## src/hdl/idcf_pkg.sv

```systemverilog
// Package for the IMU datagram CRC framer: identifier codes, CRC constants, config indexes.
// No dependencies.
package idcf_pkg;
	localparam logic [7:0] ID_SHORT = 8'h90;
	localparam logic [7:0] ID_FULL = 8'h93;
	localparam logic [31:0] CRC_INIT = 32'hFFFFFFFF;
	localparam logic [31:0] CRC_POLY = 32'h04C11DB7;
	localparam logic [6:0] MIN_LEN = 7'd5;

	localparam logic [1:0] REG_LEN_SHORT = 2'd0;
	localparam logic [1:0] REG_LEN_FULL = 2'd1;
	localparam logic [1:0] REG_DUMMY = 2'd2;

	typedef enum logic [2:0] {
		ST_IDLE,
		ST_HEAD,
		ST_CRC,
		ST_CHECK,
		ST_EMIT
	} scan_state_t;

	typedef struct packed {
		logic [7:0] data;
		logic kind;
		logic last;
	} out_item_t;

	function automatic logic [31:0] crc_bit(input logic [31:0] crc);
		crc_bit = crc[31] ? ((crc << 1) ^ CRC_POLY) : (crc << 1);
	endfunction
endpackage

```

## src/hdl/idcf_in_fifo.sv

```systemverilog
// Input front: short queue of received bytes ahead of the scanner.
// Depends on nothing but its parameters.
module idcf_in_fifo #(
	parameter int DEPTH = 4
) (
	input logic clk,
	input logic arst_n,
	input logic wr_en,
	input logic [7:0] wr_data,
	output logic full,
	input logic rd_en,
	output logic [7:0] rd_data,
	output logic empty
);
	localparam int AW = $clog2(DEPTH);
	logic [7:0] mem_q [DEPTH];
	logic [AW:0] wp_q, rp_q;

	assign full = (wp_q[AW-1:0] == rp_q[AW-1:0]) && (wp_q[AW] != rp_q[AW]);
	assign empty = (wp_q == rp_q);
	assign rd_data = mem_q[rp_q[AW-1:0]];

	always_ff @(posedge clk) begin
		if (wr_en && !full) mem_q[wp_q[AW-1:0]] <= wr_data;
	end

	always_ff @(posedge clk or negedge arst_n) begin
		if (!arst_n) begin
			wp_q <= '0;
			rp_q <= '0;
		end else begin
			if (wr_en && !full) wp_q <= wp_q + 1'b1;
			if (rd_en && !empty) rp_q <= rp_q + 1'b1;
		end
	end
endmodule

```

## src/hdl/idcf_out_fifo.sv

```systemverilog
// Output side: queue of result bytes towards the consumer.
// Depends on idcf_pkg for the result item type.
module idcf_out_fifo
	import idcf_pkg::*;
#(
	parameter int DEPTH = 4
) (
	input logic clk,
	input logic arst_n,
	input logic wr_en,
	input out_item_t wr_data,
	output logic full,
	input logic rd_en,
	output out_item_t rd_data,
	output logic empty
);
	localparam int AW = $clog2(DEPTH);
	out_item_t mem_q [DEPTH];
	logic [AW:0] wp_q, rp_q;

	assign full = (wp_q[AW-1:0] == rp_q[AW-1:0]) && (wp_q[AW] != rp_q[AW]);
	assign empty = (wp_q == rp_q);
	assign rd_data = mem_q[rp_q[AW-1:0]];

	always_ff @(posedge clk) begin
		if (wr_en && !full) mem_q[wp_q[AW-1:0]] <= wr_data;
	end

	always_ff @(posedge clk or negedge arst_n) begin
		if (!arst_n) begin
			wp_q <= '0;
			rp_q <= '0;
		end else begin
			if (wr_en && !full) wp_q <= wp_q + 1'b1;
			if (rd_en && !empty) rp_q <= rp_q + 1'b1;
		end
	end
endmodule

```

## src/hdl/idcf_scanner.sv

```systemverilog
// Back end: byte ring, identifier scan, bit-serial CRC check and datagram emit.
// Depends on idcf_pkg.
module idcf_scanner
	import idcf_pkg::*;
#(
	parameter int MAX_BYTES = 64
) (
	input logic clk,
	input logic arst_n,
	input logic in_avail,
	input logic [7:0] in_byte,
	output logic in_take,
	input logic [6:0] len_short,
	input logic [6:0] len_full,
	input logic [2:0] dummy_cnt,
	output logic out_push,
	output out_item_t out_item,
	input logic out_full,
	output logic busy
);
	localparam int AW = $clog2(MAX_BYTES);
	localparam int FW = AW + 1;

	scan_state_t state_q, state_d;
	logic [7:0] ring_q [2**AW];
	logic [FW-1:0] fill_q;
	logic [AW-1:0] start_q;
	logic [31:0] crc_q;
	logic [FW-1:0] len_q;
	logic kind_q;
	logic [FW-1:0] idx_q;
	logic [2:0] bit_q;
	logic [7:0] rd_q;

	logic [FW-1:0] len_eff;
	logic [6:0] raw_len;
	logic head_is_id;
	logic [AW-1:0] rd_addr;
	logic [FW-1:0] crc_total;
	logic [FW-1:0] tail_begin;
	logic in_dummy;
	logic [FW-1:0] next_idx;
	logic [FW-1:0] next_data_idx;
	logic [7:0] crc_byte_v;
	logic [31:0] crc_in;

	// in the head step the registered ring read holds the oldest byte
	assign head_is_id = (rd_q == ID_SHORT) || (rd_q == ID_FULL);

	// effective length clamp
	always_comb begin
		raw_len = (rd_q == ID_FULL) ? len_full : len_short;
		if (raw_len < MIN_LEN) len_eff = FW'(MIN_LEN);
		else if (FW'(raw_len) > FW'(MAX_BYTES) || (FW < 7 && raw_len > 7'(MAX_BYTES)))
			len_eff = FW'(MAX_BYTES);
		else len_eff = FW'(raw_len);
	end

	assign crc_total = len_q + FW'(dummy_cnt);
	assign tail_begin = len_q - FW'(4);
	assign in_dummy = (idx_q >= tail_begin) && (idx_q < tail_begin + FW'(dummy_cnt));
	assign next_idx = idx_q + ((bit_q == 3'd7) ? FW'(1) : FW'(0));
	assign next_data_idx = (next_idx >= tail_begin + FW'(dummy_cnt)) ?
		next_idx - FW'(dummy_cnt) : next_idx;
	assign crc_byte_v = in_dummy ? 8'h00 : rd_q;
	assign crc_in = (bit_q == 3'd0) ? (crc_q ^ {crc_byte_v, 24'h0}) : crc_q;

	// ring read address: next byte the sequence needs
	always_comb begin
		rd_addr = start_q;
		unique case (state_q)
			ST_IDLE: rd_addr = start_new;
			ST_HEAD: rd_addr = head_is_id ? start_q : start_q + AW'(1);
			ST_CRC: rd_addr = start_q + AW'(next_data_idx);
			ST_CHECK: rd_addr = (crc_q == '0) ? start_q : start_q + AW'(1);
			ST_EMIT: rd_addr = start_q + AW'(idx_q + (out_full ? FW'(0) : FW'(1)));
			default: rd_addr = start_q;
		endcase
	end

	always_comb begin
		state_d = state_q;
		unique case (state_q)
			ST_IDLE: if (in_avail) state_d = ST_HEAD;
			ST_HEAD: begin
				if (fill_q == '0) state_d = ST_IDLE;
				else if (head_is_id) begin
					if (fill_q < len_eff) state_d = ST_IDLE;
					else state_d = ST_CRC;
				end
			end
			ST_CRC: if (bit_q == 3'd7 && idx_q == crc_total - FW'(1)) state_d = ST_CHECK;
			ST_CHECK: state_d = (crc_q == '0) ? ST_EMIT : ST_HEAD;
			ST_EMIT: if (!out_full && idx_q == len_q - FW'(1)) state_d = ST_IDLE;
			default: state_d = ST_IDLE;
		endcase
	end

	always_comb begin
		in_take = (state_q == ST_IDLE) && in_avail;
		out_push = (state_q == ST_EMIT);
		out_item.data = rd_q;
		out_item.kind = kind_q;
		out_item.last = (idx_q == len_q - FW'(1));
		busy = (state_q != ST_IDLE);
	end

	logic [FW-1:0] fill_new;
	logic [AW-1:0] start_new;
	always_comb begin
		fill_new = fill_q;
		start_new = start_q;
		if (fill_q >= FW'(MAX_BYTES)) begin
			fill_new = fill_q - FW'(1);
			start_new = start_q + AW'(1);
		end
	end

	// pass the new byte through when it becomes the head of an empty ring
	always_ff @(posedge clk) begin
		if (in_take) ring_q[start_new + AW'(fill_new)] <= in_byte;
		rd_q <= (in_take && fill_new == '0) ? in_byte : ring_q[rd_addr];
	end

	always_ff @(posedge clk or negedge arst_n) begin
		if (!arst_n) begin
			state_q <= ST_IDLE;
			fill_q <= '0;
			start_q <= '0;
			crc_q <= CRC_INIT;
			len_q <= '0;
			kind_q <= 1'b0;
			idx_q <= '0;
			bit_q <= '0;
		end else begin
			state_q <= state_d;
			unique case (state_q)
				ST_IDLE: if (in_take) begin
					fill_q <= fill_new + FW'(1);
					start_q <= start_new;
				end
				ST_HEAD: begin
					if (fill_q != '0) begin
						if (head_is_id) begin
							kind_q <= (rd_q == ID_FULL);
							len_q <= len_eff;
							if (fill_q >= len_eff) begin
								idx_q <= '0;
								bit_q <= '0;
								crc_q <= CRC_INIT;
							end
						end else begin
							fill_q <= fill_q - FW'(1);
							start_q <= start_q + AW'(1);
						end
					end
				end
				ST_CRC: begin
					crc_q <= crc_bit(crc_in);
					bit_q <= bit_q + 3'd1;
					if (bit_q == 3'd7) idx_q <= idx_q + FW'(1);
				end
				ST_CHECK: begin
					if (crc_q == '0) idx_q <= '0;
					else begin
						fill_q <= fill_q - FW'(1);
						start_q <= start_q + AW'(1);
					end
				end
				ST_EMIT: if (!out_full) begin
					idx_q <= idx_q + FW'(1);
					if (idx_q == len_q - FW'(1)) begin
						fill_q <= fill_q - len_q;
						start_q <= start_q + AW'(len_q);
					end
				end
				default: ;
			endcase
		end
	end
endmodule

```

## src/hdl/imu_datagram_crc_framer.sv

```systemverilog
// Top level of the IMU datagram CRC framer: config registers, input queue, scanner, result queue.
// Depends on idcf_pkg, idcf_in_fifo, idcf_scanner, idcf_out_fifo.
//
//  channel | handshake          | payload
//  input   | push / full        | rx_byte
//  result  | pop / empty        | datagram_byte, datagram_kind, last_byte
//  config  | cfg_valid/cfg_ready| cfg_index, cfg_data
//
// A byte that finishes nothing passes through the idle and head steps, plus one more head step per discarded head byte.
// A CRC check runs every CRC byte (length + dummy bytes) through the bit-serial loop, then
// a check step; a match then emits one byte per cycle while the result queue has room,
// a mismatch drops the identifier and rescans from the head step.
// Reset clears queues, ring fill and registers to their reset values; ring contents are not
// cleared. Either side may stall: the input queue holds bytes while the scanner works, and
// the scanner holds in the emit step while the result queue is full.
module imu_datagram_crc_framer
	import idcf_pkg::*;
#(
	parameter int MAX_DATAGRAM_BYTES = 64
) (
	input logic clk,
	input logic arst_n,
	input logic push,
	output logic full,
	input logic [7:0] rx_byte,
	output logic empty,
	input logic pop,
	output logic [7:0] datagram_byte,
	output logic datagram_kind,
	output logic last_byte,
	input logic cfg_valid,
	output logic cfg_ready,
	input logic [1:0] cfg_index,
	input logic [6:0] cfg_data
);
	logic [6:0] len_short_q, len_full_q;
	logic [2:0] dummy_q;
	logic fi_empty, take, opush, ofull, busy;
	logic [7:0] fi_data;
	out_item_t oitem, odata;

	assign cfg_ready = 1'b1;

	// config writes; out-of-list indexes drop
	always_ff @(posedge clk or negedge arst_n) begin
		if (!arst_n) begin
			len_short_q <= 7'd40;
			len_full_q <= 7'd44;
			dummy_q <= 3'd2;
		end else if (cfg_valid && cfg_ready) begin
			unique case (cfg_index)
				REG_LEN_SHORT: len_short_q <= cfg_data;
				REG_LEN_FULL: len_full_q <= cfg_data;
				REG_DUMMY: dummy_q <= cfg_data[2:0];
				default: ;
			endcase
		end
	end

	idcf_in_fifo #(.DEPTH(4)) u_in (
		.clk, .arst_n, .wr_en(push), .wr_data(rx_byte), .full,
		.rd_en(take), .rd_data(fi_data), .empty(fi_empty)
	);

	idcf_scanner #(.MAX_BYTES(MAX_DATAGRAM_BYTES)) u_scan (
		.clk, .arst_n, .in_avail(!fi_empty), .in_byte(fi_data), .in_take(take),
		.len_short(len_short_q), .len_full(len_full_q), .dummy_cnt(dummy_q),
		.out_push(opush), .out_item(oitem), .out_full(ofull), .busy
	);

	idcf_out_fifo #(.DEPTH(4)) u_out (
		.clk, .arst_n, .wr_en(opush), .wr_data(oitem), .full(ofull),
		.rd_en(pop), .rd_data(odata), .empty
	);

	assign datagram_byte = odata.data;
	assign datagram_kind = odata.kind;
	assign last_byte = odata.last;

`ifndef SYNTH
	a_take_idle: assert property (@(posedge clk) disable iff (!arst_n)
		take |-> !busy) else $error("byte taken while scanner busy");
	a_take_data: assert property (@(posedge clk) disable iff (!arst_n)
		take |-> !fi_empty) else $error("byte taken from empty queue");
	a_emit_busy: assert property (@(posedge clk) disable iff (!arst_n)
		opush |-> busy) else $error("result pushed while idle");
`endif
endmodule
```

## config.mk

```make
export PLATFORM = sky130hd
export DESIGN_NAME = imu_datagram_crc_framer
export DESIGN_NICKNAME = d
export VERILOG_FILES = /design/src/hdl/idcf_pkg.sv /design/src/hdl/idcf_in_fifo.sv /design/src/hdl/idcf_out_fifo.sv /design/src/hdl/idcf_scanner.sv /design/src/hdl/imu_datagram_crc_framer.sv
export SDC_FILE = /design/constraint.sdc
export NUM_CORES = 1
export LEC_CHECK = 0
export ABC_AREA = 0
export BUFFER_PORTS_ARGS = -buffer_cell sky130_fd_sc_hd__buf_2
export CORE_ASPECT_RATIO = 0.75
export CORE_MARGIN = 2
export CORE_UTILIZATION = 45
export CTS_CLUSTER_SIZE = 10
export DETAILED_ROUTE_END_ITERATION = 8
export HOLD_SLACK_MARGIN = 0.15
export SYNTH_ARGS = -nofsm -noshare
export SYNTH_HDL_FRONTEND = slang
export SYNTH_SLANG_ARGS = --single-unit
```

## constraint.sdc

```tcl
create_clock -name clk -period 7.5 [get_ports clk]
set_input_delay 1.5 -clock clk [delete_from_list [all_inputs] [get_ports clk]]
set_output_delay 1.5 -clock clk [all_outputs]
set_load 0.05 [all_outputs]
```

* Yosys cells after proc, flatten, opt, wreduce, memory -nomap -nowiden
Memory sizes are Yosys's and may differ from the RTL's. Index checks and enable logic that the tools add are counted.
Storage, ports and cells: bits in writable memories 584, output and inout port bits 13, input bits 22, register bits after elaboration 103, word-level logic and storage cells 173, memories 3
Cells by class: magnitude comparators 8, mux-type cells 56, reduce and logical (&&, ||, !) cells 35, eq/ne operators 31, bitwise operators 2, add/sub/neg operators 22
Memory list:
- u_scan.ring_q | depth 64, bits a word 8, read ports 1, clocked after memory_dff 0, wr ports 1, line idcf_scanner.sv:25 | logic [7:0] ring_q [2**AW];
- u_out.mem_q | depth 4, bits a word 10, read ports 1, clocked after memory_dff 0, wr ports 1, line idcf_out_fifo.sv:18 | out_item_t mem_q [DEPTH];
- u_in.mem_q | depth 4, bits a word 8, read ports 1, clocked after memory_dff 0, wr ports 1, line idcf_in_fifo.sv:16 | logic [7:0] mem_q [DEPTH];
Operator list (number):
- 32-bit 2-to-1 mux | 4
- 7-bit 2-to-1 mux | 16
- 32-bit case mux with 2 select lines | 1
- 7-bit case mux with 4 select lines | 2
- 6-bit 2-to-1 mux | 8
- 32-bit logical NOT | 1
- 32-bit bitwise XOR | 1
- 6-bit adder | 5
- 6-bit case mux with 5 select lines | 1
- 27-bit 2-to-1 mux | 1
- 3-bit 2-to-1 mux | 9
- 6-bit case mux with 4 select lines | 1
- 7-bit greater-or-equal comparator | 3
- 7-bit by 1-bit subtractor with 7-bit output (second input constant) | 3
- 8-bit == test (second input constant) | 2
- 8-bit 2-to-1 mux | 2
- 3-bit by 1-bit adder with 3-bit output (second input constant) | 5
- 3-bit case mux with 5 select lines | 1
- 7-bit by 1-bit adder with 7-bit output (second input constant) | 2
- 7-bit by 3-bit adder with 7-bit output | 2
- 7-bit == test | 2
- 7-bit logical NOT | 2
- 7-bit < comparator | 2
- 2-bit != test (second input constant) | 7
- other kinds (35) | 71

* Longest topological paths before layout
depth in word-level cells 10, mapped depth 30, gate-level depth less buffers 26

* Hierarchy
A second synthesis with hierarchy kept.
Second synthesis, totals: cells, all modules 2179, area total of the unflattened synthesis 31251.2 um^2
By module, submodules not included:
- idcf_scanner | area each 27003.4 um^2, cells an instance 1948, seq. area each 17226.5 um^2, times used 1
- idcf_out_fifo | area each 1913.1 um^2, cells an instance 101, seq. area each 1351.3 um^2, times used 1
- idcf_in_fifo | area each 1657.8 um^2, cells an instance 90, seq. area each 1111.1 um^2, times used 1
- imu_datagram_crc_framer | area each 676.9 um^2, cells an instance 40, seq. area each 432.9 um^2, times used 1

* Least setup slack after synthesis
No wires, ideal clock.
path type reg2reg, start point register u_scan.bit_q[0], end point register u_scan.rd_q[2], arrival time 5901 ps, setup slack 1470 ps, cell stages (with the launch flop) 31, setup time 129 ps, clock period less this slack 6030 ps, path buffers 5, required time 7371 ps, cell sequence dfrtp_1 ha_1 ha_1 ha_1 ha_1 nand3_1 xor2_1 inv_1 ha_1 a21o_1 a221oi_1 a31oi_1 or2_2 clkbuf_1 nor2_1 a21oi_1 ha_1 fa_1 xor2_1 a21boi_0 a32o_1 and4_1 buf_2 buf_1 clkbuf_1 clkbuf_1 o211ai_1 o211ai_1 o2111ai_1 o31ai_1 a21oi_1
Between the ends: cells in the longest elaborated chain, start to end 9, elaborated cells on any way between the ends 10, classes of those cells add/sub: 3; order compare: 1; eq/ne: 1; mux: 4; memory: 1
Ends and longest elaborated chain:
- start: declaration | line idcf_scanner.sv:32 | logic [2:0] bit_q;
- start signal: assignment | line idcf_scanner.sv:160 | bit_q <= bit_q + 3'd1;
- 3-bit == test * | line idcf_scanner.sv:62 | assign next_idx = idx_q + ((bit_q == 3'd7) ? FW'(1) : FW'(0));
- 1-bit 2-to-1 mux * | line idcf_scanner.sv:62
- 7-bit by 1-bit adder with 7-bit output * | line idcf_scanner.sv:62
- 6-bit by 3-bit subtractor with 6-bit output / 7-bit greater-or-equal comparator (equally long branches) | line idcf_scanner.sv:64, idcf_scanner.sv:63
- 6-bit 2-to-1 mux * | line idcf_scanner.sv:63 | assign next_data_idx = (next_idx >= tail_begin + FW'(dummy_cnt)) ?
- 6-bit adder * | line idcf_scanner.sv:74 | ST_CRC: rd_addr = start_q + AW'(next_data_idx);
- 6-bit case mux with 5 select lines * | line idcf_scanner.sv:71 | unique case (state_q)
- memory read 64 x 8 bit *
- 8-bit 2-to-1 mux * | line idcf_scanner.sv:122 | rd_q <= (in_take && fill_new == '0) ? in_byte : ring_q[rd_addr];
- end signal: assignment | line idcf_scanner.sv:122
- end: declaration | line idcf_scanner.sv:33 | logic [7:0] rd_q;
Every way passes the cells marked *; elsewhere a longest branch is shown, timed or not. A chain may end at the register's enable or synchronous reset.

* Final worst setup path
start point register u_scan.len_q[2], end point register u_scan.rd_q[7]
Between the ends: cells in the longest elaborated chain, start to end 8
Ends and longest elaborated chain:
- start: declaration | line idcf_scanner.sv:29 | logic [FW-1:0] len_q;
- start signal: assignment | line idcf_scanner.sv:146 | len_q <= len_eff;
- 7-bit by 3-bit subtractor with 7-bit output | line idcf_scanner.sv:60 | assign tail_begin = len_q - FW'(4);
- 7-bit by 3-bit adder with 7-bit output | line idcf_scanner.sv:63
- 7-bit greater-or-equal comparator | line idcf_scanner.sv:63
- 6-bit 2-to-1 mux | line idcf_scanner.sv:63
- 6-bit adder | line idcf_scanner.sv:74
- 6-bit case mux with 5 select lines | line idcf_scanner.sv:71
- memory read 64 x 8 bit
- 8-bit 2-to-1 mux | line idcf_scanner.sv:122
No other way between the ends.

==> impl_results.md <==
* Crit share post-route at 94.52%
* Core area at 0.07021 mm²
* WP data arrival at 7.62 ns
* Worst VDD drop at 0.3747 mV
* Compound-Gate Fraction of Synth Area at 10.63%
* Min-delay worst type: reg2reg
* Area grow syn2layout at 11.49%
* Multiplexer share of the synthesized area at 6.881%
* Main flop type after synthesis: edfxtp_1
* Startpoint class of the critical path: flip-flop
* GRT overflow at 0
* Worst setup margin at 0.4112 ns
* Max FO, Critical Path at 67
* Pwr dens at 482.3 mW/mm²
* Final Wtd Congestion at 0.8954
* Antenna Nets Post-Route at 0
* Cells after Synth at 2395
* Worst-Margin Slew at 1.116 ns
* Final Util at 50.71%
* Die area at 0.07312 mm²
* GRT Util Overall at 24.09%
* Root buf cell: clkbuf_16
* CP Capture Type: flip-flop
* Skew-Pair Late Insertion Delay at 0.64 ns
* CTS-repair resized insts at 0
* # rows at 84
* Initial Util at 45.48%
* Final setup fails at 0
* Boundary Pins at 35
* Seq cells post-synth at 687
* Largest net degree at the start of global routing at 68
* Diode count at 0
* Drt pass-1 iters at 5
* Largest family of logic cells by synthesized area: compound AO/OA/AOI/OAI gates
* Cell variety after synth at 86
* PortBufs at 33
* Count leader, synth: edfxtp_1
* M1 GR Usage at 37.07%
* Setup total negative slack at 0 ns
* Net Count, Synth at 2514
* Minimum clock period at 7.089 ns
* Top cells by count, synth: edfxtp_1 (584), nand2_1 (248), nor2_1 (155)
* Mean Syn Cell Area at 13.33 µm²
* Inserted Clock Buffers at 79
* Post-CTS setup buffer count at 0
* Max Freq at 141.1 MHz
* Dominant cell type by area after synthesis: edfxtp_1
* Post-Synth Adder-Cell Area at 4.013%
* Vias in the first global route at 20390
* CTS tree: done
* Slew HR at 25.32%
* Static leakage at 12.55 nW
* Final instance area at 0.03560 mm²
* Status: complete, no violations
* Fin. Hold Viols at 0
* GRT busiest layer: met1
* Number of synthesized flops with an enable pin at 584
* Initial antenna violation count at 4
* Residual DRC at 0
* Chip width at 311.6 µm
* CP required at 8.03 ns
* Critical path type: reg2reg
* Yosys top cell area share at 54.92%
* Total of max-cap violations at 0
* CTS sink cnt at 687
* Hpwl dp at 59.17 mm
* Simple-gate share of the synthesized area at 9.695%
* Met2 Use GR at 33.31%
* Hold_buf cts at 0
* Clock Tree Buf Depth at 3
* Pre-CTS setup slack at 0.2889 ns
* Async set or reset register ratio after synthesis at 13.83%
* Clock-pin slew on the worst setup and hold paths at 0.06 ns
* Synth area leaders: edfxtp_1 (55%), dfrtp_1 (4.5%), ha_1 (3.4%)
* Sequential fraction of the synthesis area at 63.02%
* Mapped Area at 0.03193 mm²
* RSZ-0062 raised after global routing: no
* Met3 GRT Util at 6.929%
* Proportion of layout cells with a drive suffix above 1 at 13.93%
* Post-place instance area at 0.03320 mm²
* Vias per cell at 6.040
* Die H at 234.7 µm
* Vias at 20890
* First-iteration detailed-routing DRC count at 2396
* Yosys warning total at 0
* XOR/XNOR Fraction of Synth Area at 3.017%
* Setup Skew at 0.02658 ns
* First-pass GRT wire length at 132.3 mm
* Drt wl/cell at 25.79 µm
* Total wire length at 89.18 mm
* Final nets at 2564
* Max-slew violations at 0
* Overall power at 17.17 mW
* H-Tree Depth at 3
[critical path, cell delays in order (launching register included)]
cell and delay (ns):
dfrtp_1 0.49, inv_1 0.16, ha_1 0.32, xnor2_1 0.40, nor2_1 0.09, nand2_1 0.10
xnor2_1 0.19, ha_1 0.30, and3_1 0.18, a221oi_1 0.33, a31oi_1 0.14, or2_2 0.38
nor2_1 0.11, a21oi_1 0.05, ha_1 0.21, fa_1 0.44, xor2_1 0.17, a21boi_0 0.10
a32o_1 0.30, nand4_1 0.18, buf_12 0.37, mux2i_1 0.32, o221ai_1 0.17, a211oi_1 0.44
buf_4 0.19, or4b_1 0.59, o211a_1 0.19
[state kept, by name, summed over array words and instances, names as in the netlist, 6 cells and up]
name / cells
u_scan.crc_q: 32
u_scan.rd_q: 8
u_scan.ring_q: 512
u_scan.len_q: 7
u_scan.idx_q: 7
u_scan.fill_q: 7
len_full_q: 7
u_scan.start_q: 6
len_short_q: 7
u_out.mem_q: 40
u_in.mem_q: 32
[where the power goes]
group	total, mW	switching (mW)	leakage (nW)	internal, mW
clock network	3.56	1.51	1.11	2.05
logic	7.87	5.24	4.97	2.63
registers	5.74	0.461	6.47	5.28
[kinds of logic after synthesis]
group                      Yosys count
AOI/OAI and AO/OA                  475
xor gates and xnor gates           110
adders and majority gates           97
buffers and inverters              191
DFF                                687
muxes                              175
other                                1
and+or+nand+nor                    659
[cells in the final DEF, fill, tap and decap left out, drive strengths merged, types with 66 or more instances in the layout]
cell	n
a21oi	93
buf	94
clkbuf	140
edfxtp	584
ha	88
inv	67
mux2	66
mux2i	80
nand2	248
nor2	155
o21ai	71
xnor2	69
[per-layer routing]
layer | part of all wire [%] | vias to the layer above
met1 | 46 | 10510
met3 | 10 | 155
li1 | - | 9207
met4 | 2.1 | 6
met5 | 0.15 | -
met2 | 41 | 1006
[layout make-up]
| cell class | count | area [µm²] |
|---|---|---|
| clock inverter | 8 | 123.9 |
| clock buffer | 140 | 2227 |
| sequential | 687 | 20120 |
| fill | 6133 | 34610 |
| tap | 946 | 1184 |
| multi-input combinational | 1518 | 11020 |
| timing repair buffer | 94 | 679.4 |
| inverter | 65 | 244.0 |
[worst paths after layout]
check,from,to,slack (ns),depth (start not counted)
worst max-delay path,u_scan.len_q[2],u_scan.rd_q[7],0.41,26
min in group asynchronous,arst_n,dummy_q[2],0.85,1
worst min register to register,u_in.wp_q[2],u_in.wp_q[2],0.49,1
worst max register to register,u_scan.len_q[2],u_scan.rd_q[7],0.41,26
max in group asynchronous,arst_n,u_out.wp_q[0],5.43,2
worst min-delay path,u_in.wp_q[2],u_in.wp_q[2],0.49,1
[metrics by stage]
step                hold WS, ns  cells
floorplan                0.4617   2395
global placement         0.4752   3309
detailed placement       0.4808   3309
CTS                      0.4923   3457
global route             0.5175   3458
finish                   0.4886   3458
(Power assumes the default switching activity.)
